==> config.mk <==
export PLATFORM = sky130hd
export DESIGN_NAME = servo_frame_interpolator_unit
export DESIGN_NICKNAME = d
export VERILOG_FILES = /design/src/design/sfi_pkg.sv /design/src/design/sfi_chan_mem.sv /design/src/design/sfi_div.sv /design/src/design/servo_frame_interpolator_unit.sv
export SDC_FILE = /design/constraint.sdc
export NUM_CORES = 2
export LEC_CHECK = 0
export BUFFER_PORTS_ARGS = -buffer_cell sky130_fd_sc_hd__buf_2
export CAP_MARGIN = 10
export CORE_MARGIN = 4
export CORE_UTILIZATION = 45
export DETAILED_ROUTE_END_ITERATION = 8
export PLACE_DENSITY = 0.62
export REMOVE_ABC_BUFFERS = 1
export SETUP_SLACK_MARGIN = 0.4
export SKIP_CTS_REPAIR_TIMING = 1
export SKIP_LAST_GASP = 1
export SYNTH_ARGS = -nofsm -noshare
export SYNTH_HDL_FRONTEND = slang
export SYNTH_HIERARCHICAL = 1
export SYNTH_SLANG_ARGS = --single-unit
export TNS_END_PERCENT = 10
==> constraint.sdc <==
create_clock -name clk -period 22.3 [get_ports clk]
set_input_delay 0 -clock clk [delete_from_list [all_inputs] [get_ports clk]]
set_output_delay 0 -clock clk [all_outputs]
set_load 0.01 [all_outputs]
==> src/design/sfi_pkg.sv <==
// Shared types and constants for the servo frame interpolator.
package sfi_pkg;

  localparam int CHANNELS    = 16;
  localparam int CH_IDX_W    = (CHANNELS > 1) ? $clog2(CHANNELS) : 1;
  localparam int CH_W        = 4;
  localparam int POS_W       = 16;
  localparam int DUR_W       = 16;
  localparam int TIME_W      = 32;
  localparam int FRAC_W      = 15;
  localparam int IN_TDATA_W  = 88;
  localparam int OUT_TDATA_W = 24;

  typedef enum logic [1:0] {
    FUNC_LOAD    = 2'd0,
    FUNC_START   = 2'd1,
    FUNC_TICK    = 2'd2,
    FUNC_DISABLE = 2'd3
  } func_t;

  // write request into the channel pose memory
  typedef struct packed {
    logic                en;
    logic [CH_IDX_W-1:0] addr;
    logic [POS_W-1:0]    tgt;
    logic [POS_W-1:0]    strt;
  } mem_wr_t;

  // divider status
  typedef struct packed {
    logic busy;
    logic done;
  } div_stat_t;

endpackage

==> src/design/sfi_chan_mem.sv <==
// Channel pose memory: target and start position per channel, registered read.
module sfi_chan_mem (
  input  logic                          clk,
  input  logic                          rst_n,
  input  sfi_pkg::mem_wr_t              wr,
  input  logic                          rd_en,
  input  logic [sfi_pkg::CH_IDX_W-1:0]  rd_addr,
  output logic [2*sfi_pkg::POS_W-1:0]   rd_data   // {target, start}
);
  import sfi_pkg::*;

  logic [2*POS_W-1:0] mem [CHANNELS];
  logic [CHANNELS-1:0] vld_r;
  logic [2*POS_W-1:0] raw_r;
  logic               raw_vld_r;

  always_ff @(posedge clk) begin
    if (wr.en) begin
      mem[wr.addr] <= {wr.tgt, wr.strt};
    end
    if (rd_en) begin
      raw_r <= mem[rd_addr];
    end
  end

  // entries never written read as zero
  always_ff @(posedge clk) begin
    if (!rst_n) begin
      vld_r     <= '0;
      raw_vld_r <= 1'b0;
    end else begin
      if (wr.en) begin
        vld_r[wr.addr] <= 1'b1;
      end
      if (rd_en) begin
        raw_vld_r <= vld_r[rd_addr];
      end
    end
  end

  assign rd_data = raw_vld_r ? raw_r : '0;

endmodule

==> src/design/sfi_div.sv <==
// Restoring divider for the Q15 frame fraction: 32767*elapsed/duration.
module sfi_div (
  input  logic                        clk,
  input  logic                        rst_n,
  input  logic                        start,
  input  logic [sfi_pkg::DUR_W-1:0]   elapsed,
  input  logic [sfi_pkg::DUR_W-1:0]   duration,
  output sfi_pkg::div_stat_t          stat,
  output logic [sfi_pkg::FRAC_W-1:0]  quot
);
  import sfi_pkg::*;

  localparam int NUM_W = DUR_W + FRAC_W;
  localparam int CNT_W = $clog2(FRAC_W);

  logic [NUM_W-1:0]  num;
  logic [DUR_W-1:0]  rem_r;
  logic [FRAC_W-1:0] sh_r;
  logic [CNT_W-1:0]  cnt_r;
  logic              busy_r;
  logic              done_r;
  logic [DUR_W:0]    trial;
  logic              ge;

  // 32767*e = (e << 15) - e; elapsed < duration keeps the quotient below 2^15
  assign num   = {elapsed, FRAC_W'(0)} - NUM_W'(elapsed);
  assign trial = {rem_r, sh_r[FRAC_W-1]};
  assign ge    = trial >= {1'b0, duration};

  always_ff @(posedge clk) begin
    if (start) begin
      rem_r <= num[NUM_W-1:FRAC_W];
      sh_r  <= num[FRAC_W-1:0];
      cnt_r <= CNT_W'(FRAC_W - 1);
    end else if (busy_r) begin
      rem_r <= ge ? DUR_W'(trial - {1'b0, duration}) : trial[DUR_W-1:0];
      sh_r  <= {sh_r[FRAC_W-2:0], ge};
      cnt_r <= cnt_r - 1'b1;
    end
  end

  always_ff @(posedge clk) begin
    if (!rst_n) begin
      busy_r <= 1'b0;
      done_r <= 1'b0;
    end else begin
      done_r <= 1'b0;
      if (start) begin
        busy_r <= 1'b1;
      end else if (busy_r && cnt_r == '0) begin
        busy_r <= 1'b0;
        done_r <= 1'b1;
      end
    end
  end

  assign stat.busy = busy_r;
  assign stat.done = done_r;
  assign quot      = sh_r;

endmodule

==> src/design/servo_frame_interpolator_unit.sv <==
// Servo frame interpolator top level: command decode, tick sequencer, output stage.
//
// Input channel (in_*): one transfer per command. in_tuser carries the function
// (load channel, start frame, tick, disable); in_tdata the channel, poses,
// active flag, duration and current time. Load, start and disable produce no
// result and keep the unit idle. A tick produces one result per active channel in
// ascending channel order on the out_* channel, with frame_done on out_tuser
// and out_tlast on the last result of the tick.
// Tick steps: accept, then the Q15 fraction divider (one quotient bit a cycle)
// unless the frame has finished, then a read step per channel passed, which
// reads the memory only for an active channel, and a multiply and an output
// step per active channel, since poses live in a memory with one read port,
// read one channel at a time.
// in_tready is high only while no tick is in progress; an output register
// parts the two sides, so a new command is taken while the last result waits.
// When the receiver stalls the sequencer holds at the output step.
// Reset (rst_n low, synchronous): all poses read as zero, no channel active,
// done set, start time and duration zero.
module servo_frame_interpolator_unit (
  input  logic                               clk,
  input  logic                               rst_n,
  input  logic                               in_tvalid,
  output logic                               in_tready,
  // channel[3:0], target_position[19:4], start_position[35:20],
  // channel_active[36], duration_ms[52:37], now_ms[84:53], zero fill
  input  logic [sfi_pkg::IN_TDATA_W-1:0]     in_tdata,
  // func[1:0]
  input  logic [1:0]                         in_tuser,
  output logic                               out_tvalid,
  input  logic                               out_tready,
  // out_channel[3:0], out_position[19:4], zero fill
  output logic [sfi_pkg::OUT_TDATA_W-1:0]    out_tdata,
  // frame_done[0]
  output logic                               out_tuser,
  output logic                               out_tlast
);
  import sfi_pkg::*;

  typedef enum logic [2:0] {
    S_IDLE,
    S_DSTART,
    S_DIV,
    S_RD,
    S_MUL,
    S_OUT
  } state_t;

  state_t              state_r, state_nxt;
  logic [CH_IDX_W-1:0] ch_r, ch_nxt;
  logic [CHANNELS-1:0] active_r, active_nxt;
  logic [TIME_W-1:0]   start_time_r, start_time_nxt;
  logic [DUR_W-1:0]    dur_r, dur_nxt;
  logic                done_r, done_nxt;
  logic                fin_r, fin_nxt;
  logic [DUR_W-1:0]    elapsed_r, elapsed_nxt;
  logic signed [32:0]  prod_r, prod_nxt;
  logic [POS_W-1:0]    tgt_r, tgt_nxt;
  logic [POS_W-1:0]    prev_r, prev_nxt;
  logic                out_vld_r, out_vld_nxt;
  logic [CH_W-1:0]     out_ch_r, out_ch_nxt;
  logic [POS_W-1:0]    out_pos_r, out_pos_nxt;
  logic                out_done_r, out_done_nxt;
  logic                out_last_r, out_last_nxt;

  // input fields
  func_t            in_func;
  logic [CH_W-1:0]  in_channel;
  logic [POS_W-1:0] in_target;
  logic [POS_W-1:0] in_start;
  logic             in_active;
  logic [DUR_W-1:0] in_duration;
  logic [TIME_W-1:0] in_now;

  logic              in_acc;
  logic              ch_ok;
  logic [TIME_W-1:0] elapsed;
  logic              fin_now;
  logic              more_above;
  logic              slot_free;

  mem_wr_t            mem_wr;
  logic               mem_rd_en;
  logic [2*POS_W-1:0] mem_rd_data;
  div_stat_t          div_stat;
  logic [FRAC_W-1:0]  frac;

  // lerp datapath
  logic [POS_W-1:0]   cur_prev, cur_next;
  logic [POS_W:0]     ph17, nh17;
  logic signed [POS_W:0] diff_s;
  logic signed [POS_W-1:0] frac_s;
  logic [17:0]        step;
  logic signed [18:0] sum;
  logic [POS_W-1:0]   lerp_pos;

  assign in_func     = func_t'(in_tuser);
  assign in_channel  = in_tdata[3:0];
  assign in_target   = in_tdata[19:4];
  assign in_start    = in_tdata[35:20];
  assign in_active   = in_tdata[36];
  assign in_duration = in_tdata[52:37];
  assign in_now      = in_tdata[84:53];

  assign in_tready = (state_r == S_IDLE);
  assign in_acc    = in_tvalid && in_tready;
  assign ch_ok     = {28'd0, in_channel} < 32'(CHANNELS);

  assign elapsed = in_now - start_time_r;
  assign fin_now = (elapsed[TIME_W-1:DUR_W] != '0) || (elapsed[DUR_W-1:0] >= dur_r);

  assign slot_free = !out_vld_r || out_tready;

  always_comb begin
    more_above = 1'b0;
    for (int j = 0; j < CHANNELS; j++) begin
      if (active_r[j] && (j > int'(ch_r))) begin
        more_above = 1'b1;
      end
    end
  end

  assign mem_wr.en   = in_acc && (in_func == FUNC_LOAD) && ch_ok;
  assign mem_wr.addr = CH_IDX_W'(in_channel);
  assign mem_wr.tgt  = in_target;
  assign mem_wr.strt = in_start;
  assign mem_rd_en   = (state_r == S_RD) && active_r[ch_r];

  sfi_chan_mem u_mem (
    .clk     (clk),
    .rst_n   (rst_n),
    .wr      (mem_wr),
    .rd_en   (mem_rd_en),
    .rd_addr (ch_r),
    .rd_data (mem_rd_data)
  );

  sfi_div u_div (
    .clk      (clk),
    .rst_n    (rst_n),
    .start    (state_r == S_DSTART),
    .elapsed  (elapsed_r),
    .duration (dur_r),
    .stat     (div_stat),
    .quot     (frac)
  );

  // halvings truncate toward zero
  assign cur_prev = mem_rd_data[POS_W-1:0];
  assign cur_next = mem_rd_data[2*POS_W-1:POS_W];
  assign ph17     = {cur_prev[POS_W-1], cur_prev} + {{POS_W{1'b0}}, cur_prev[POS_W-1]};
  assign nh17     = {cur_next[POS_W-1], cur_next} + {{POS_W{1'b0}}, cur_next[POS_W-1]};
  assign diff_s   = $signed({nh17[POS_W], nh17[POS_W:1]}) -
                    $signed({ph17[POS_W], ph17[POS_W:1]});
  assign frac_s   = $signed({1'b0, frac});

  // floor(prod / 2^15), doubled and added to the start pose, then saturated
  assign step = prod_r[32:15];
  assign sum  = $signed({{3{prev_r[POS_W-1]}}, prev_r}) + $signed({step, 1'b0});
  always_comb begin
    if (sum > 19'sd32767) begin
      lerp_pos = 16'h7FFF;
    end else if (sum < -19'sd32768) begin
      lerp_pos = 16'h8000;
    end else begin
      lerp_pos = sum[POS_W-1:0];
    end
  end

  always_comb begin
    state_nxt      = state_r;
    ch_nxt         = ch_r;
    active_nxt     = active_r;
    start_time_nxt = start_time_r;
    dur_nxt        = dur_r;
    done_nxt       = done_r;
    fin_nxt        = fin_r;
    elapsed_nxt    = elapsed_r;
    prod_nxt       = prod_r;
    tgt_nxt        = tgt_r;
    prev_nxt       = prev_r;
    out_vld_nxt    = out_vld_r && !out_tready;
    out_ch_nxt     = out_ch_r;
    out_pos_nxt    = out_pos_r;
    out_done_nxt   = out_done_r;
    out_last_nxt   = out_last_r;

    case (state_r)
      S_IDLE: begin
        if (in_acc) begin
          case (in_func)
            FUNC_LOAD: begin
              if (ch_ok) begin
                active_nxt[CH_IDX_W'(in_channel)] = in_active;
              end
            end
            FUNC_START: begin
              start_time_nxt = in_now;
              dur_nxt        = in_duration;
              done_nxt       = 1'b0;
            end
            FUNC_DISABLE: begin
              active_nxt = '0;
              done_nxt   = 1'b1;
            end
            FUNC_TICK: begin
              fin_nxt     = fin_now;
              elapsed_nxt = elapsed[DUR_W-1:0];
              ch_nxt      = '0;
              if (fin_now) begin
                done_nxt = 1'b1;
              end
              if (active_r != '0) begin
                state_nxt = fin_now ? S_RD : S_DSTART;
              end
            end
            default: ;
          endcase
        end
      end
      S_DSTART: begin
        state_nxt = S_DIV;
      end
      S_DIV: begin
        if (div_stat.done) begin
          state_nxt = S_RD;
        end
      end
      S_RD: begin
        if (active_r[ch_r]) begin
          state_nxt = S_MUL;
        end else begin
          ch_nxt = ch_r + 1'b1;
        end
      end
      S_MUL: begin
        prod_nxt  = 33'(diff_s) * 33'(frac_s);
        tgt_nxt   = cur_next;
        prev_nxt  = cur_prev;
        state_nxt = S_OUT;
      end
      S_OUT: begin
        if (slot_free) begin
          out_vld_nxt  = 1'b1;
          out_ch_nxt   = CH_W'(ch_r);
          out_pos_nxt  = fin_r ? tgt_r : lerp_pos;
          out_done_nxt = done_r;
          out_last_nxt = !more_above;
          if (more_above) begin
            ch_nxt    = ch_r + 1'b1;
            state_nxt = S_RD;
          end else begin
            state_nxt = S_IDLE;
          end
        end
      end
      default: state_nxt = S_IDLE;
    endcase
  end

  always_ff @(posedge clk) begin
    if (!rst_n) begin
      state_r      <= S_IDLE;
      active_r     <= '0;
      start_time_r <= '0;
      dur_r        <= '0;
      done_r       <= 1'b1;
      out_vld_r    <= 1'b0;
    end else begin
      state_r      <= state_nxt;
      active_r     <= active_nxt;
      start_time_r <= start_time_nxt;
      dur_r        <= dur_nxt;
      done_r       <= done_nxt;
      out_vld_r    <= out_vld_nxt;
    end
    ch_r       <= ch_nxt;
    fin_r      <= fin_nxt;
    elapsed_r  <= elapsed_nxt;
    prod_r     <= prod_nxt;
    tgt_r      <= tgt_nxt;
    prev_r     <= prev_nxt;
    out_ch_r   <= out_ch_nxt;
    out_pos_r  <= out_pos_nxt;
    out_done_r <= out_done_nxt;
    out_last_r <= out_last_nxt;
  end

  assign out_tvalid = out_vld_r;
  assign out_tdata  = {4'd0, out_pos_r, out_ch_r};
  assign out_tuser  = out_done_r;
  assign out_tlast  = out_last_r;

`ifndef SYNTH
  // the divider only runs while the sequencer waits on it
  a_div_owned: assert property (@(posedge clk) disable iff (!rst_n)
    div_stat.busy |-> (state_r == S_DIV))
    else $error("divider busy outside the divide step");

  // pose reads only for channels taking part in the tick
  a_mul_active: assert property (@(posedge clk) disable iff (!rst_n)
    (state_r == S_MUL) |-> active_r[ch_r])
    else $error("pose read for an inactive channel");

  // a finished frame always reports done on its results
  a_fin_done: assert property (@(posedge clk) disable iff (!rst_n)
    (state_r == S_OUT && slot_free && fin_r) |=> (out_tvalid && out_tuser))
    else $error("finished frame result without done");

  // the divide step is only entered with the divider running
  a_div_seq: assert property (@(posedge clk) disable iff (!rst_n)
    (state_r == S_DSTART) |=> (state_r == S_DIV && div_stat.busy))
    else $error("divide step entered without the divider running");
`endif

endmodule

==> metrics.txt <==
Syn Area/Cell=~13 um2; DP Wirelength=about 70000 um; met3 WL post-DR=about 5400 um; hold_sp=in_tvalid; clock latency on the worst-skew pair=0.65 ns; pwr/cell area=62.8 nW/um2; die width=between 300 and 400 um; hold path depth=5; Cell Area, Placed=47400 um2; Avg WL per Cell=roughly 21 um; Port Buffer Count=approximately 110; P&R area growth vs syn=12.5%; DRT antenna net count=0; met2 wire length=52800 um; Root Driver=clkbuf_16; worst stage delay on the critical path=around 0.54 ns; failing checks=negative hold slack; vias per std cell=around 5.5; CP Capture Type=flop; die area=between 100000 and 150000 um2; Final Wtd Congestion=0.881; number of global-route vias before repair=about 28000; Tot GR Track Use=0.201; num rows=about 120; Yosys warnings=6; Die H=326 um; CTS sink count=760; Critical Path RT=22.66 ns; combinational fraction of design power=0.081; Crit-path slowest cell=fa_1; min Tclk post-route=10.46 ns; initial antenna violation count=6; family with the most delay on the worst path=adder cells; IO Pins=between 100 and 150; Highest Signal Layer=met4; reg2reg path depth=34; clock share of power=0.425; nets@finish=roughly 4300; max-slew violations=0; Critical Path AT=between 10 and 15 ns; Pleak=approximately 19 nW; type of the worst setup path=reg2reg; CTS tree=done; register share of total power=0.494; first-pass GRT wire length=between 150000 and 200000 um; GRT overflow=0; crit path max fanout=32; maxcap violations=0; drc violations=0; Initial Utilization=0.453; pin count of the biggest net entering global routing=between 90 and 100; R2R setup slack=around 12 ns; Min-Delay Path Class=in2reg; number of CTS-inserted buffers=79; buffers and inverters on the worst path=5; worst-case clock skew=between 0.04 and 0.05 ns; reg2reg end=prod_r[30]; clock slew at reported path FFs=~0.07 ns; Util after Layout=0.510; Clock Path Buffers=3; ratio of cells with drive above 1 in the final layout=0.134; Detailed Route Iter0 Violations=~2200; final wirelength=107000 um; DR pass1 iterations=6; hold_ws=-0.0317 ns; Internal Power=2.48 mW; setup violators final=0; htree depth=3; fmax=~96 MHz; final hold vios=1; Worst Hold Path EP=done_r; setup TNS=0 ns; Via Count=approximately 28000; Rel. slew slack=0.208; Final period util=0.469; Psw=just over 0.7 mW; Synth Cell Area=45400 um2; reg-to-reg startpoint=u_mem/raw_vld_r; gate count after technology mapping=between 3000 and 4000; core area=100000 um2; critical path launch point type=flop; peak supply drop=0.0714 mV; Tightest Pin Transition=1.18 ns; switching fraction of total power=0.226; design area=between 50000 and 60000 um2; crit-path most repeated cell=fa_1; RSZ-0062 raised after global routing=false; wire length on met1=~46000 um; status=finished, violations left
[through the flow]
stage / cells / power, mW / setup WS (ns)
final: 5160 / 3.20 / 11.84
after global routing: 5156 / 3.33 / 11.45
after CTS: 5066 / 3.22 / 11.91
after detailed placement: 4920 / 1.86 / 11.94
after global placement: 4920 / 1.86 / 11.98
after floorplan: 3449 / 1.78 / 13.23
[cell usage in the layout, fill, tap and decap left out, types with 15 or more instances in the layout]
cell,n
nor2_1,122
o21ai_0,88
xor2_1,36
a31oi_1,22
o21a_1,40
clkinv_1,17
mux2i_1,19
nand3_1,83
o311ai_0,15
edfxtp_1,668
nand4_1,15
nor4_1,18
inv_1,417
ha_1,191
nand2_1,335
nand3b_1,21
a21oi_1,112
nand2b_1,38
fa_1,256
a21o_1,24
nor2b_1,68
and2_1,135
and3_1,28
a21boi_0,57
clkbuf_16,80
nor3_1,57
dfxtp_1,92
dlygate4sd3_1,89
buf_4,59
clkbuf_1,19
xnor2_1,86
a211oi_1,23
mux4_2,167
buf_2,114
[power by group through the flow]
stage	Combinational [mW]	Clock (mW)	Sequential, mW
floorplan	0.163	0	1.62
global placement	0.244	0	1.61
detailed placement	0.246	0	1.61
CTS	0.248	1.39	1.58
global route	0.288	1.46	1.58
finish	0.260	1.36	1.58
[state kept, by name, summed over array words and instances (netlist names), 15 cells and up]
register,count
dur_r,16
prod_r,18
prev_r,16
out_pos_r,16
u_div/quot,15
u_mem/vld_r,16
active_r,16
u_div/rem_r,16
tgt_r,16
start_time_r,32
elapsed_r,16
u_mem/mem,512
u_mem/raw_r,32
[how the worst max path moves through the flow]
stage	startpoint	endpoint	cells past startpoint
floorplan	u_mem/raw_vld_r	prod_r[32]	32
global placement	u_mem/raw_vld_r	prod_r[32]	34
detailed placement	u_mem/raw_vld_r	prod_r[30]	34
CTS	u_mem/raw_vld_r	prod_r[30]	34
global route	u_mem/raw_vld_r	prod_r[32]	32
finish	u_mem/raw_vld_r	prod_r[30]	34
[worst min-delay path: stages]
cell and delay, ns:
buf_2 0.14, nand2_1 0.10, nor2_1 0.06, o21ai_0 0.17
a22oi_1 0.09
[routing by layer]
metal | vias to the layer above | global-route usage
met5 | - | 0
met4 | 0 | 0.0529
met3 | 152 | 0.0365
met2 | 684 | 0.341
met1 | 14400 | 0.269
li1 | 13200 | -
[layout make-up]
| class | instances | area, um2 |
|---|---|---|
| Fill cell | 8606 | 49100 |
| Sequential cell | 760 | 21900 |
| Multi-Input combinational cell | 2271 | 21300 |
| Clock buffer | 101 | 2100 |
| Timing Repair Buffer | 262 | 1900 |
| Tap cell | 1298 | 1620 |
| Inverter | 418 | 1570 |
| Clock inverter | 45 | 598 |
| Antenna cell | 5 | 12.5 |
Note: power is estimated with default switching activity, not from simulation.
